`config.mk`:
```
export PLATFORM = sky130hd
export DESIGN_NAME = dofet_cell
export DESIGN_NICKNAME = d
export VERILOG_FILES = /design/src/rtl/dofet_pkg.sv /design/src/rtl/dofet_cell.sv
export SDC_FILE = /design/constraint.sdc
export NUM_CORES = 2
export LEC_CHECK = 0
export BUFFER_PORTS_ARGS = -buffer_cell sky130_fd_sc_hd__buf_2
export CORE_AREA = 2 2 288 290
export DETAILED_ROUTE_END_ITERATION = 7
export DIE_AREA = 0 0 290 292
export PLACE_DENSITY = 0.68
export SYNTH_ARGS = -nofsm -noshare
export SYNTH_HDL_FRONTEND = slang
export SYNTH_SLANG_ARGS = --single-unit
```
`constraint.sdc`:
```
create_clock -name clk -period 16.4 [get_ports clk]
set_clock_uncertainty 0.2 [all_clocks]
set_input_delay 0.82 -clock clk [delete_from_list [all_inputs] [get_ports clk]]
set_output_delay 0.82 -clock clk [all_outputs]
set_load 0.02 [all_outputs]
```
`src/rtl/dofet_pkg.sv`:
```
// ----------------------------------------------------------------------------
// dofet_pkg: shared types and constants of the dual optimal filter
// Field widths, arithmetic widths, register indexes and the token that
// travels down the chain of filter cells.
// ----------------------------------------------------------------------------
package dofet_pkg;

  localparam int TAPS       = 4;
  localparam int SMP_W      = 15;
  localparam int BC_W       = 12;
  localparam int FRAC_BITS  = 3;
  localparam int SCL_W      = SMP_W + FRAC_BITS;
  localparam int PARAM_W    = 18;
  localparam int REG_W      = 2 * PARAM_W;
  localparam int DIFF_W     = SCL_W + 2;
  localparam int PROD_W     = DIFF_W + PARAM_W;
  localparam int ACC_W      = PROD_W + 2;
  localparam int E_W        = 19;
  localparam int T_W        = 23;
  localparam int E_DROP     = 8;
  localparam int TAU_DROP   = 6;
  localparam int E_SAT      = 131072;
  localparam int T_SAT      = 2097152;
  localparam int SMALL_NEG_E = -80;
  localparam int LARGE_E    = 800;
  // Window factors 8 and 16 are applied as left shifts.
  localparam int NARROW_SHIFT = 3;
  localparam int WIDE_SHIFT   = 4;
  localparam int CMP_W      = 26;
  localparam int FILL_W     = 2;
  localparam int TAP_IDX_W  = $clog2(TAPS);

  localparam int APB_DW     = 64;
  localparam int ADDR_LSB   = 3;
  localparam int IDX_W      = 3;
  localparam int PADDR_W    = IDX_W + ADDR_LSB;

  typedef enum logic [IDX_W-1:0] {
    REG_TAP0,
    REG_TAP1,
    REG_TAP2,
    REG_TAP3,
    REG_PED,
    REG_PRESCALED
  } reg_idx_t;

  typedef struct packed {
    logic signed [PARAM_W-1:0] e;
    logic signed [PARAM_W-1:0] t;
  } coef_pair_t;

  typedef struct packed {
    logic                          valid;
    logic [TAPS-1:0][SCL_W-1:0]    smp;
    logic [BC_W-1:0]               crossing;
    logic signed [ACC_W-1:0]       acc_e;
    logic signed [ACC_W-1:0]       acc_t;
  } tok_t;

  function automatic logic [SCL_W-1:0] scale_sample(input logic [SMP_W-1:0] x,
                                                    input logic prescaled);
    if (prescaled) begin
      return SCL_W'(x);
    end
    return {x, {FRAC_BITS{1'b0}}};
  endfunction

endpackage

```
`src/rtl/dofet_cell.sv`:
```
// ----------------------------------------------------------------------------
// dofet_cell: one multiply-accumulate cell of the filter chain
// Takes the head sample of the token, subtracts the pedestals, multiplies by
// the tap coefficients and adds to both running sums.
// ----------------------------------------------------------------------------
module dofet_cell (
  input  logic                  clk,
  input  logic                  rst,
  input  logic                  load,
  input  dofet_pkg::tok_t       up,
  input  dofet_pkg::coef_pair_t coef,
  input  dofet_pkg::coef_pair_t ped,
  output dofet_pkg::tok_t       down
);

  logic signed [dofet_pkg::DIFF_W-1:0] diff_e;
  logic signed [dofet_pkg::DIFF_W-1:0] diff_t;
  logic signed [dofet_pkg::DIFF_W-1:0] smp_s;
  logic signed [dofet_pkg::PROD_W-1:0] prod_e;
  logic signed [dofet_pkg::PROD_W-1:0] prod_t;
  dofet_pkg::tok_t                     down_next;

  assign smp_s  = $signed({{(dofet_pkg::DIFF_W - dofet_pkg::SCL_W){1'b0}}, up.smp[0]});
  assign diff_e = smp_s - dofet_pkg::DIFF_W'(ped.e);
  assign diff_t = smp_s - dofet_pkg::DIFF_W'(ped.t);
  assign prod_e = diff_e * coef.e;
  assign prod_t = diff_t * coef.t;

  always_comb begin
    down_next          = up;
    // The consumed sample drops out; the next one moves to the head.
    down_next.smp      = up.smp >> dofet_pkg::SCL_W;
    down_next.acc_e    = up.acc_e + dofet_pkg::ACC_W'(prod_e);
    down_next.acc_t    = up.acc_t + dofet_pkg::ACC_W'(prod_t);
  end

  always_ff @(posedge clk) begin
    if (rst) begin
      down.valid <= 1'b0;
    end else if (load) begin
      down <= down_next;
    end
  end

endmodule

```
Word level (Yosys, flattened, before mapping). Cells that the tools add are included.

$add $sub $neg: 4. Multipliers: 2. Bitwise gates (word level): 1. Reduce and logical (&&, ||, !) cells: 1.

Operators by type and width (number): 40-bit by 38-bit adder with 40-bit output (2); 20-bit by 18-bit multiplier with 38-bit output (2); 19-bit by 18-bit subtractor with 20-bit output (2); 2-bit AND reduction (1); 1-bit inverter (1).

Flip-flop bits (word level): 147. Logic and storage cells: 15. Output and inout port bits: 165. Input bits: 240.

Logic depth before layout (Yosys ltp).
Word-level depth: 3. Mapped depth: 36. Mapped depth without buffers: 34.

Least setup slack after synthesis. Ideal clock, no wire load.

Kind: input port to flip-flop. Start point: input up[92] (netlist bit). End point: register down[37] (netlist bit), data pin. Data arrival time: 8820 ps. Buffers on the path: 2. Setup time: 262 ps. Slack: 7118 ps. Stages on the path: 32. Data required time: 15938 ps. Path through: inv_1 -> ha_1 -> fa_1 -> nor2b_1 -> o21ai_1 -> a21boi_1 -> o21ai_0 -> a211oi_1 -> o211ai_1 -> a31oi_1 -> o21a_1 -> buf_2 -> clkbuf_1 -> o21ai_0 -> fa_1 -> fa_1 -> fa_1 -> inv_1 -> fa_1 -> fa_1 -> fa_1 -> ha_1 -> ha_1 -> and3_4 -> a221o_1 -> a221o_1 -> a2111oi_2 -> nor2_1 -> nor3b_1 -> a211oi_2 -> o21ai_1 -> xor2_1.

RTL lines: from (decl) (line dofet_cell.sv:10) `input dofet_pkg::tok_t up,`; to (signal assigned) (line dofet_cell.sv:41) `down <= down_next;`; to (decl) (line dofet_cell.sv:13) `output dofet_pkg::tok_t down`.

==> flow_summary.ini <==
[run_status]
status = finished clean

[clock_network]
cts_hold_buf = 0
cts_resized = 0
cts_tree = yes
cts_setup_buffers = 0
clk_pin_slew_ps = 100
cts_buffer_depth = 2
cts_buffers = 17
cts-root-buf = clkbuf_16
cts_num_sinks = 147
insertion_delay_ps = 490
htreeDepth = 4

[final_layout]
reg_top3 = down: 147 flops
largest_register_ffs = 147
mostFrequentLayoutCells = inv_1 (878), fa_1 (809), buf_2 (386)
num-fill-cells = 7602
layout_commonest_cell = inv_1
num-nets-final = 5312
final_util = 0.4907
largest-register = down
syn2layout_area_growth_pct = 10.25
final_layout_size_suffix_gt1_frac = 0.1292
final_cells = 5064

[worst_setup_path]
arrival_ps = 10700
slowest_delay_ps = 900
crit_family = adder cells
reg2reg_depth = 2
rr_startpoint = down[164]
start_kind = input pin
crit_type = input pin to register
path_max_fanout = 18
r2r_setup_slack_ps = 15620
cp-end-kind = register
cp_common_cell = fa_1
r2r-end = down[164]
crit_required_ps = 16510
cp_num_buf_inv = 7
slowest_stage = xor2_2

[worst_hold_path]
min_to = down[93]
hold_path.class = input pin to register
holdPathStages = 1
hold_start = up[111]

[yosys]
synth_flop_cell = edfxtp_1
syn_inst = 3669
synth_top_area_cell = fa_1
synthArstFlopShare = 0
ys_ff_latch = 147
synth_edf_count = 146
yosysWarnings = 0
syn-cell-area_um2 = 36310
ys_types = 69
syn_avg_cell_area_um2 = 9.897
synth-seq-area-share = 0.1213
synth_area_leaders = fa_1 (45%), edfxtp_1 (12%), ha_1 (10%)
synth_top_area_frac = 0.4460

[floorplanning]
num_rows = 105
dieWidth_um = 290
die_h_um = 292
die_area_um2 = 84680
initial_utilization = 0.4451
core_um2 = 81580
io_pins = 405

[placed_design]
gp_congestion = 0.8907
hpwl_um = 78410
io_buffers = 386
dp_cells = 5025

[grt]
grt_max_degree = 72
overflow = 0
grt_pass1_wl_um = 155100
grt_usage = 0.2369
grt_pass1_vias = 28144
grt_antenna_before_repair = 25

[routing]
wl_per_cell_um = 18.88
finalWirelength_um = 95600
drtPass1Iterations = 5
drtAntennaViolNets = 0
route.detailed.drc = 0
vias = 25760
drt_iter0_drc = 1300
routed_via_density = 5.087

[run]
cap_violations = 0

[sta]
finalMaxSlewViolations = 0
finalCritPeriodShare = 0.6462
rsz0062_at_grt = no
finalHoldViolations = 0
fmax_mhz = 94.37
setup_violations = 0
setup_tns_ps = 0
relSlewSlack = 0.1782
tightest_slew_ps = 1202
fin_crit_ps = 10600
[how the worst max path moves through the flow]
stage,startpoint,slack (ps),cells after the start,endpoint
finish,up[92],5800,35,down[79]
global route,up[92],5110,35,down[79]
CTS,up[92],5870,35,down[79]
detailed placement,up[92],5350,35,down[79]
global placement,up[92],5570,35,down[75]
floorplan,up[92],7120,32,down[37]
[cell type report]
cell class,instances,area [um2],share of cell area
multi-input cells,2505,28130,0.7026
flip-flops and latches,147,4404,0.1100
inverters,878,3296,0.08232
repair buffers,425,2225,0.05557
well taps,1070,1339,0.03344
clock buffers,17,425.4,0.01063
clock inverters,15,198.9,0.004969
diodes,7,17.52,0.0004375
[worst reg2reg max path, delay by kind of cell, from the launching register on]
kind / cells / cell delay [ps]
flops: 1 / 310
mux: 1 / 120
simple gates: 1 / 50
[cells by family after synthesis]
| kind of cell | synth area share |
|---|---|
| AOI/OAI and AO/OA | 0.05858 |
| xor gates and xnor gates | 0.02915 |
| adders and majority gates | 0.5456 |
| buffers and inverters | 0.1091 |
| DFF | 0.1213 |
| muxes | 0.006478 |
| other | 0.0001033 |
| and+or+nand+nor | 0.1297 |
[metal layers]
layer / routed length [um] / track usage / vias up
met1: 39750 / 0.3077 / 13038
met3: 7701 / 0.05724 / 163
met5: 183 / 0 / -
met2: 45310 / 0.3907 / 881
li1: - / - / 11648
met4: 2650 / 0.07762 / 30
[Yosys cell counts (3+ instances only)]
| master | instances |
|---|---|
| a21boi_0 | 3 |
| xnor2_1 | 85 |
| and2_1 | 247 |
| o21ai_0 | 59 |
| inv_1 | 878 |
| a211oi_1 | 15 |
| a31o_2 | 4 |
| nand4_1 | 8 |
| a21oi_1 | 88 |
| edfxtp_1 | 146 |
| a211oi_2 | 4 |
| clkbuf_1 | 126 |
| o21a_1 | 31 |
| nand2_1 | 372 |
| o211ai_1 | 6 |
| buf_4 | 18 |
| nor2b_1 | 68 |
| or3_1 | 4 |
| nand3_1 | 34 |
| xor2_1 | 34 |
| mux2i_1 | 10 |
| or3b_2 | 7 |
| a31oi_1 | 10 |
| buf_2 | 10 |
| a311oi_1 | 3 |
| nor3_1 | 23 |
| nor2_1 | 55 |
| a21o_1 | 53 |
| or2_2 | 3 |
| o21bai_1 | 9 |
| o21ai_1 | 6 |
| ha_1 | 289 |
| mux2_2 | 10 |
| nand2b_1 | 44 |
| a211o_1 | 5 |
| a221oi_1 | 3 |
| nor3b_1 | 14 |
| fa_1 | 809 |
| and3_1 | 36 |
[through the flow]
stage	setup WS [ps]	instance area, um2	hold WS, ps
after floorplan	7118	36380	378.8
after detailed placement	5353	39390	289.4
after global placement	5567	39390	280.4
after CTS	5870	40020	248.5
final	5803	40030	284.7
after global routing	5113	40030	275.1
Power is left out: the tool's default activity adds up to more than one toggle a clock period on the data nets, which glitch-free logic cannot reach.
