===== src/rtl/dofet_pkg.sv =====
// ----------------------------------------------------------------------------
// dofet_pkg: shared types and constants of the dual optimal filter
// Field widths, arithmetic widths, register indexes and the token that
// travels down the chain of filter cells.
// ----------------------------------------------------------------------------
package dofet_pkg;

  localparam int TAPS       = 4;
  localparam int SMP_W      = 15;
  localparam int BC_W       = 12;
  localparam int FRAC_BITS  = 3;
  localparam int SCL_W      = SMP_W + FRAC_BITS;
  localparam int PARAM_W    = 18;
  localparam int REG_W      = 2 * PARAM_W;
  localparam int DIFF_W     = SCL_W + 2;
  localparam int PROD_W     = DIFF_W + PARAM_W;
  localparam int ACC_W      = PROD_W + 2;
  localparam int E_W        = 19;
  localparam int T_W        = 23;
  localparam int E_DROP     = 8;
  localparam int TAU_DROP   = 6;
  localparam int E_SAT      = 131072;
  localparam int T_SAT      = 2097152;
  localparam int SMALL_NEG_E = -80;
  localparam int LARGE_E    = 800;
  // Window factors 8 and 16 are applied as left shifts.
  localparam int NARROW_SHIFT = 3;
  localparam int WIDE_SHIFT   = 4;
  localparam int CMP_W      = 26;
  localparam int FILL_W     = 2;
  localparam int TAP_IDX_W  = $clog2(TAPS);

  localparam int APB_DW     = 64;
  localparam int ADDR_LSB   = 3;
  localparam int IDX_W      = 3;
  localparam int PADDR_W    = IDX_W + ADDR_LSB;

  typedef enum logic [IDX_W-1:0] {
    REG_TAP0,
    REG_TAP1,
    REG_TAP2,
    REG_TAP3,
    REG_PED,
    REG_PRESCALED
  } reg_idx_t;

  typedef struct packed {
    logic signed [PARAM_W-1:0] e;
    logic signed [PARAM_W-1:0] t;
  } coef_pair_t;

  typedef struct packed {
    logic                          valid;
    logic [TAPS-1:0][SCL_W-1:0]    smp;
    logic [BC_W-1:0]               crossing;
    logic signed [ACC_W-1:0]       acc_e;
    logic signed [ACC_W-1:0]       acc_t;
  } tok_t;

  function automatic logic [SCL_W-1:0] scale_sample(input logic [SMP_W-1:0] x,
                                                    input logic prescaled);
    if (prescaled) begin
      return SCL_W'(x);
    end
    return {x, {FRAC_BITS{1'b0}}};
  endfunction

endpackage


===== src/rtl/dofet_out_if.sv =====
// ----------------------------------------------------------------------------
// dofet_out_if: result channel
// Valid/ready channel carrying one filtered energy and tau result.
// ----------------------------------------------------------------------------
interface dofet_out_if;
  logic                              valid;
  logic                              ready;
  logic signed [dofet_pkg::E_W-1:0]  energy;
  logic signed [dofet_pkg::T_W-1:0]  tau_energy;
  logic                              tau_pass;
  logic [dofet_pkg::BC_W-1:0]        window_crossing;

  modport source (output valid, output energy, output tau_energy,
                  output tau_pass, output window_crossing, input ready);
  modport sink (input valid, input energy, input tau_energy,
                input tau_pass, input window_crossing, output ready);
endinterface


===== src/rtl/dofet_out.sv =====
// ----------------------------------------------------------------------------
// dofet_out: scaling, saturation, tau window and result register
// Drops the fraction bits of both sums, saturates them, derives the tau
// acceptance bit and holds the result until the receiver takes it.
// ----------------------------------------------------------------------------
module dofet_out (
  input  logic              clk,
  input  logic              rst,
  input  dofet_pkg::tok_t   tok,
  output logic              free,
  dofet_out_if.source       results
);

  logic signed [dofet_pkg::ACC_W-1:0] e_full;
  logic signed [dofet_pkg::ACC_W-1:0] t_full;
  logic signed [dofet_pkg::E_W-1:0]   e_sat;
  logic signed [dofet_pkg::T_W-1:0]   t_sat;
  logic signed [dofet_pkg::CMP_W-1:0] e_c;
  logic signed [dofet_pkg::CMP_W-1:0] e8;
  logic signed [dofet_pkg::CMP_W-1:0] e16;
  logic signed [dofet_pkg::CMP_W-1:0] t_c;
  logic                               pass;

  logic                               valid_q;
  logic signed [dofet_pkg::E_W-1:0]   energy_q;
  logic signed [dofet_pkg::T_W-1:0]   tau_q;
  logic                               pass_q;
  logic [dofet_pkg::BC_W-1:0]         crossing_q;

  assign e_full = tok.acc_e >>> dofet_pkg::E_DROP;
  assign t_full = tok.acc_t >>> dofet_pkg::TAU_DROP;

  always_comb begin
    // Negative energy beyond the limit is forced to zero, not clipped.
    if (e_full > dofet_pkg::E_SAT) begin
      e_sat = dofet_pkg::E_W'(dofet_pkg::E_SAT - 1);
    end else if (e_full < -dofet_pkg::E_SAT) begin
      e_sat = '0;
    end else begin
      e_sat = e_full[dofet_pkg::E_W-1:0];
    end

    if (t_full > dofet_pkg::T_SAT) begin
      t_sat = dofet_pkg::T_W'(dofet_pkg::T_SAT - 1);
    end else if (t_full < -dofet_pkg::T_SAT) begin
      t_sat = dofet_pkg::T_W'(1 - dofet_pkg::T_SAT);
    end else begin
      t_sat = t_full[dofet_pkg::T_W-1:0];
    end

    e_c = dofet_pkg::CMP_W'(e_sat);
    e8  = e_c <<< dofet_pkg::NARROW_SHIFT;
    e16 = e_c <<< dofet_pkg::WIDE_SHIFT;
    t_c = dofet_pkg::CMP_W'(t_sat);

    if (e_sat < 0 && e_sat > dofet_pkg::SMALL_NEG_E) begin
      pass = (t_c > e8) && (t_c < -e8);
    end else if (e_sat < dofet_pkg::LARGE_E) begin
      pass = (t_c > -e8) && (t_c < e8);
    end else begin
      pass = (t_c > -e8) && (t_c < e16);
    end
  end

  assign free = !valid_q || results.ready;

  always_ff @(posedge clk) begin
    if (rst) begin
      valid_q <= 1'b0;
    end else if (free) begin
      valid_q    <= tok.valid;
      energy_q   <= e_sat;
      tau_q      <= t_sat;
      pass_q     <= pass;
      crossing_q <= tok.crossing;
    end
  end

  assign results.valid           = valid_q;
  assign results.energy          = energy_q;
  assign results.tau_energy      = tau_q;
  assign results.tau_pass        = pass_q;
  assign results.window_crossing = crossing_q;

endmodule


===== src/flat_wrapper.sv =====
// flat-port wrapper written by rule: the top's interface ports become plain ports
module dofet_out_flat 
  (clk, rst, tok, free, results_valid, results_energy, results_tau_energy, results_tau_pass, results_window_crossing, results_ready);
  dofet_out_if results_i ();
  input  logic clk;
  input  logic rst;
  input  dofet_pkg::tok_t tok;
  output logic free;
  output wire logic [$bits(results_i.valid)-1:0] results_valid;
  output wire logic [$bits(results_i.energy)-1:0] results_energy;
  output wire logic [$bits(results_i.tau_energy)-1:0] results_tau_energy;
  output wire logic [$bits(results_i.tau_pass)-1:0] results_tau_pass;
  output wire logic [$bits(results_i.window_crossing)-1:0] results_window_crossing;
  input wire logic [$bits(results_i.ready)-1:0] results_ready;
  assign results_valid = results_i.valid;
  assign results_energy = results_i.energy;
  assign results_tau_energy = results_i.tau_energy;
  assign results_tau_pass = results_i.tau_pass;
  assign results_window_crossing = results_i.window_crossing;
  assign results_i.ready = results_ready;
  dofet_out u_core (.clk(clk), .rst(rst), .tok(tok), .free(free), .results(results_i));
endmodule

===== config.mk =====
export PLATFORM = sky130hd
export DESIGN_NAME = dofet_out_flat
export DESIGN_NICKNAME = d
export VERILOG_FILES = /design/src/rtl/dofet_pkg.sv /design/src/rtl/dofet_out_if.sv /design/src/rtl/dofet_out.sv /design/src/flat_wrapper.sv
export SDC_FILE = /design/constraint.sdc
export NUM_CORES = 1
export LEC_CHECK = 0
export ABC_AREA = 1
export BUFFER_PORTS_ARGS = -buffer_cell sky130_fd_sc_hd__buf_2
export CORE_ASPECT_RATIO = 0.75
export CORE_MARGIN = 2
export CORE_UTILIZATION = 45
export DETAILED_ROUTE_END_ITERATION = 10
export GPL_TIMING_DRIVEN = 0
export PLACE_DENSITY = 0.86
export SLEW_MARGIN = 20
export SYNTH_ARGS = -nofsm -noshare
export SYNTH_HDL_FRONTEND = slang
export SYNTH_SLANG_ARGS = --single-unit

===== constraint.sdc =====
create_clock -name clk -period 11.2 [get_ports clk]
set_clock_uncertainty 0.2 [all_clocks]
set_input_delay 0 -clock clk [delete_from_list [all_inputs] [get_ports clk]]
set_output_delay 0 -clock clk [all_outputs]
set_load 0.01 [all_outputs]

Word-level counts from Yosys, hierarchy flattened
Cells that the tools add are included.
{"block": "word_totals", "ff_bits": 56, "inputBits": 168, "out_inout_bits": 57, "word_cells": 32}
{"block": "op_classes", "add_sub_neg": 1, "magnitude_cmp": 12, "n_mux": 6, "n_bitwise": 1, "reduce_logical": 7}
{"operator": "23-bit 2-to-1 mux", "count": 2}
{"operator": "19-bit 2-to-1 mux", "count": 2}
{"operator": "34-bit by 23-bit > comparator with 1-bit output, second input constant", "count": 1}
{"operator": "34-bit by 22-bit < comparator with 1-bit output, second input constant", "count": 1}
{"operator": "32-bit by 19-bit > comparator with 1-bit output, second input constant", "count": 1}
{"operator": "32-bit by 18-bit < comparator with 1-bit output, second input constant", "count": 1}
{"operator": "23-bit by 26-bit > comparator with 1-bit output", "count": 1}
{"operator": "23-bit by 26-bit < comparator with 1-bit output", "count": 1}
{"operator": "22-bit negator with 26-bit output", "count": 1}
{"operator": "23-bit by 22-bit > comparator with 1-bit output", "count": 1}
{"operator": "23-bit by 22-bit < comparator with 1-bit output", "count": 1}
{"operator": "23-bit < comparator", "count": 1}
{"operator": "19-bit by 8-bit > comparator with 1-bit output, second input constant", "count": 1}
{"operator": "19-bit by 1-bit < comparator with 1-bit output, second input constant", "count": 1}
{"operator": "19-bit by 11-bit < comparator with 1-bit output, second input constant", "count": 1}
{"operator": "1-bit logical AND", "count": 4}
{"operator": "1-bit 2-to-1 mux", "count": 2}
{"operator": "2-bit AND reduction", "count": 1}
{"operator": "1-bit zero test", "count": 1}
{"operator": "1-bit logical OR", "count": 1}
{"operator": "1-bit NOT", "count": 1}

Depth between registers and ports, before layout
{"block": "logic_depth", "ltp_word": 8, "ltp_mapped": 33, "depth_no_buf": 33}

Worst setup path before layout
OpenSTA, ideal clock, no wires.
{"block": "synth_timing", "path_type": "flip-flop to flip-flop", "from": "register u_core.valid_q, in the netlist u_core.results.valid", "to": "register u_core.energy_q, in the netlist u_core.results.energy[0] (enable)", "setup_time_ns": 0.486, "t_arrival_ns": 3.057, "required_ns": 10.514, "path_slack_ns": 7.457, "path_stages_with_launch": 2, "path_buffers": 0, "synth_period_minus_slack_ns": 3.743, "cell_sequence": "dfxtp_1 > a21oi_1"}
{"block": "synth_between", "elab_chain_len": 3}
{"item": "from (decl)", "line": "dofet_out.sv:24", "text": "logic valid_q;"}
{"item": "from (signal assigned)", "line": "dofet_out.sv:71", "text": "valid_q <= tok.valid;"}
{"item": "1-bit zero test", "line": "dofet_out.sv:65", "text": "assign free = !valid_q || results.ready;"}
{"item": "1-bit logical OR", "line": "dofet_out.sv:65"}
{"item": "2-bit AND reduction (no line)"}
{"item": "to (signal assigned)", "line": "dofet_out.sv:72", "text": "energy_q <= e_sat;"}
{"item": "to (decl)", "line": "dofet_out.sv:25", "text": "logic signed [dofet_pkg::E_W-1:0] energy_q;"}
No other way between the ends.
A chain may end at the register's enable or synchronous reset.

Worst setup path after layout
{"block": "layout_timing", "from": "input port tok[65] (netlist bit)", "to": "register u_core.pass_q, in the netlist u_core.results.tau_pass, data pin"}
{"block": "layout_between", "elab_chain_len": 8, "word_cells_on_any_way": 19, "classes_between": "1 x add/sub; 10 x order compare; 4 x mux; 4 x reduce/logical"}
{"item": "from (decl)", "line": "flat_wrapper.sv:7", "text": "input dofet_pkg::tok_t tok;"}
{"item": "32-bit by 18-bit < comparator with 1-bit output", "line": "dofet_out.sv:37", "text": "end else if (e_full < -dofet_pkg::E_SAT) begin"}
{"item": "19-bit 2-to-1 mux", "line": "dofet_out.sv:37"}
{"item": "19-bit 2-to-1 mux (*)", "line": "dofet_out.sv:35", "text": "if (e_full > dofet_pkg::E_SAT) begin"}
{"item": "net u_core.e_sat, one bit", "line": "dofet_out.sv:16", "text": "logic signed [dofet_pkg::E_W-1:0] e_sat;"}
{"item": "22-bit negator with 26-bit output", "line": "dofet_out.sv:57, dofet_out.sv:59, dofet_out.sv:61"}
{"item": "23-bit by 26-bit > comparator with 1-bit output", "line": "dofet_out.sv:59, dofet_out.sv:61"}
{"item": "1-bit logical AND (on tied branches)", "line": "dofet_out.sv:61, dofet_out.sv:59"}
{"item": "1-bit 2-to-1 mux", "line": "dofet_out.sv:58", "text": "end else if (e_sat < dofet_pkg::LARGE_E) begin"}
{"item": "1-bit 2-to-1 mux (*)", "line": "dofet_out.sv:56", "text": "if (e_sat < 0 && e_sat > dofet_pkg::SMALL_NEG_E) begin"}
{"item": "net u_core.pass", "line": "dofet_out.sv:22", "text": "logic pass;"}
{"item": "to (signal assigned)", "line": "dofet_out.sv:74", "text": "pass_q <= pass;"}
{"item": "to (decl)", "line": "dofet_out.sv:27", "text": "logic pass_q;"}
Mark *: on every way through the listed nets, which the timed path passes. The rest lies on a longest branch.

==> key figures <==
Global route
  • GR Overflow Total: 0
  • Largest net degree at the start of global routing: 25
  • Gr usage total: 24.51%
  • First-pass GRT wire length: approximately 22,000 µm
  • Vias in the first global route: 4,448
  • Initial antenna violation count: 0

Synthesis
  • Top cells by area, synth: edfxtp_1 (35%), ha_1 (16%), nand2_1 (13%), nor2_1 (5.8%), inv_1 (4.8%)
  • Post-synth top area share: a little over a third
  • Synth Register Bits: 56
  • Yosys cell types: 42
  • Yosys warnings: 0
  • Post-Syn Nets: 819
  • Cells after Synth: 592
  • Mean Syn Cell Area: 8.019 µm²
  • Post-Syn Area: 0.004747 mm²
  • Leading area contributor after synthesis: edfxtp_1
  • Seq/Total Area, Yosys: 35.21%

Worst setup path
  • Most frequent CP cell: nand2_1
  • Reg2reg path depth: 2
  • CP required: about 11,000 ps
  • CP peak stage delay: 530 ps
  • Worst path slowest cell: dlygate4sd3_1
  • Worst Setup End Kind: flip-flop
  • R2r startpoint: u_core.results.valid$_SDFFE_PP0N_
  • R2R Path End: u_core.results.energy[5]$_DFFE_PP_
  • Arrival time worst endpoint: 4080 ps
  • Crit path kind: input pin to flip-flop
  • CP max FO: 10
  • Worst setup SP type: input pin
  • Critical path endpoint: u_core.results.tau_pass$_DFFE_PP_
  • R2R setup slack: around 9600 ps
  • Crit path from: tok[65]

Timing
  • Fin crit share: 37.66%
  • Final WS setup: 6982 ps
  • Final max-slew violation count: 0
  • TNS Setup: 0 ps
  • Fmax: between 200 and 250 MHz
  • Endpoints failing hold: 0
  • Unrepaired setup endpoints after global routing: no
  • Slew HR: 49.25%
  • Slew at the pin closest to its max-slew limit: 753.3 ps
  • Hold Worst Slack: around 30 ps
  • Setup violations, final: 0
  • Fin crit period: 4218 ps

Clocking
  • Setup Buffers After CTS: 0
  • CTS tree: built
  • Max clock buf depth: 2
  • Clock transition at path regs: around 90 ps
  • Skew-Pair Late Insertion Delay: 300 ps
  • CTS resizes: 0
  • # hold bufs at CTS: 41
  • H-Tree Depth: 2
  • CTS Buf Count: 5
  • Sink Count: 56
  • Root buffer cell: clkbuf_16

Final layout
  • # diodes: 0
  • Layout cells sized above 1: 27.02%
  • Area added between synthesis and finish: 31.29%
  • Final layout net count: 1,007
  • Fillers: 833
  • Finished Layout Cells: 917

Floorplan
  • Die height: approximately 93 µm
  • Die ar.: about 0.011 mm²
  • Area of the core: 0.01029 mm²
  • Ports: 225
  • # rows: 32
  • Chip Width: 122.6 µm
  • Initial Util: between 40% and 50%

Routing
  • Post-DRT Antenna Nets: 0
  • Drt pass-1 iters: 5
  • Final wirelength: ~14,000 µm
  • Routed via count: 4,801
  • Starting DRT DRC Count: 412
  • Post-route DRC: 0
  • Avg WL per Cell: approximately 15 µm
  • Vias per std cell: 5.236

Place
  • DP HPWL: 10,610 µm
  • Dpl cells: 868
  • Port bufs: 138
  • RePlAce Congestion: 0.9551
  • Pre-CTS setup slack: 7280 ps

Outcome
  • Status: finished clean

Worst hold path
  • Worst hold path depth: 4
  • Hold Crit Class: input pin to flip-flop

Power
  • Final Total Pwr: 0.5944 mW
  • VDD IR-drop max: 0.07706 mV
  • PwrDens: roughly 95 mW/mm²
  • Leak: 3.091 nW

Run
  • Max cap viols: 0
## logic make-up after synthesis
group	after synthesis	synth area share (%)
AO/OA/AOI/OAI	61	7.565
XOR/XNOR	4	0.7379
adder cells (fa/ha/maj)	59	15.55
buffers and inverters	81	7.064
flip-flops	56	35.21
AND/OR/NAND/NOR	331	33.87
## how the worst min path moves through the flow
stage | from | slack [ps] | endpoint
2_1_floorplan | rst | -130 | u_core.results.valid$_SDFFE_PP0N_
4_1_cts | tok[22] | 20 | u_core.results.tau_energy[16]$_DFFE_PP_
6_report | tok[79] | 30 | u_core.results.energy[10]$_DFFE_PP_
3_3_place_gp | tok[91] | -20 | u_core.results.window_crossing[11]$_DFFE_PP_
5_1_grt | tok[27] | 50 | u_core.results.tau_energy[21]$_DFFE_PP_
3_5_place_dp | tok[85] | -20 | u_core.results.window_crossing[5]$_DFFE_PP_
## cells in the mapped netlist, drive strengths merged
master  count
a21o        1
nor3        8
nand4      14
ha         59
o21a        2
and3        1
nor4        2
o21ai      21
buf         3
nand3b      2
o211a       1
nor2       97
a211oi      3
nand2     174
a21oi      28
dfxtp       1
inv        73
edfxtp     55
a31oi       1
nand3      33
clkbuf      3
clkinv      2
o21bai      3
o211ai      1
xor2        4
## report_power, final
part	switching [mW]	internal [mW]	total, mW
clock	0.0815	0.0842	0.166
combinational	0.108	0.0720	0.180
sequential	0.00347	0.246	0.249
## registers in the layout, indices dropped and copies added, names as in the netlist
| signal | flops |
|---|---|
| u_core.results.window_crossing | 12 |
| u_core.results.energy | 19 |
| u_core.results.valid | 1 |
| u_core.results.tau_energy | 23 |
| u_core.results.tau_pass | 1 |
## routing by layer
| metal | global-route usage [%] | part of all wire (%) | vias to the layer above |
|---|---|---|---|
| li1 | - | - | 2350 |
| met1 | 32.91 | 44 | 2137 |
| met2 | 39.35 | 44 | 284 |
| met3 | 5.296 | 10 | 30 |
| met4 | 7.663 | 2.0 | 0 |
| met5 | 0 | 0 | - |
## stage by stage
step	instance area [µm²]	utilization, %
2_1_floorplan	4747	-
3_3_place_gp	5608	54.50
3_5_place_dp	5674	55.14
4_1_cts	6232	60.57
5_1_grt	6232	60.57
6_report	6232	60.57
## cells in the final DEF (no fill, tap or decap), types with 3 or more instances in the layout
cell type and count:
nand2_1 161, buf_2 139, nor2_1 73, inv_1 61
ha_1 59, edfxtp_1 55, dlygate4sd3_1 41, nand3_1 30
a21oi_1 27, o21ai_0 15, nand4_1 13, nor2_2 12
nor2_4 11, inv_2 10, nand2_2 7, nor3_1 7
nand2_4 5, clkbuf_16 5, xor2_1 4, clkbuf_1 3
o21ai_2 3, nand3_4 3, o21bai_1 3, a211oi_1 3
## area by class of cell
type                            count  area (µm²)  share of cell area [%]
Inverter                           75       287.8                   4.618
Buffer                              6       47.55                  0.7629
Clock buffer                        5       125.1                   2.008
Sequential cell                    56        1672                   26.82
Multi-Input combinational cell    455        2751                   44.15
Timing Repair Buffer              181        1156                   18.55
Clock inverter                      3       22.52                  0.3614
Tap cell                          136       170.2                   2.730
## critical path, delay by kind of cell
family | cells | cell delay (ps)
and+or+nand+nor | 22 | 2700
adders and majority gates | 1 | 180
AOI/OAI and AO/OA | 1 | 40
buffers and inverters | 6 | 1150
(Power assumes the default switching activity.)
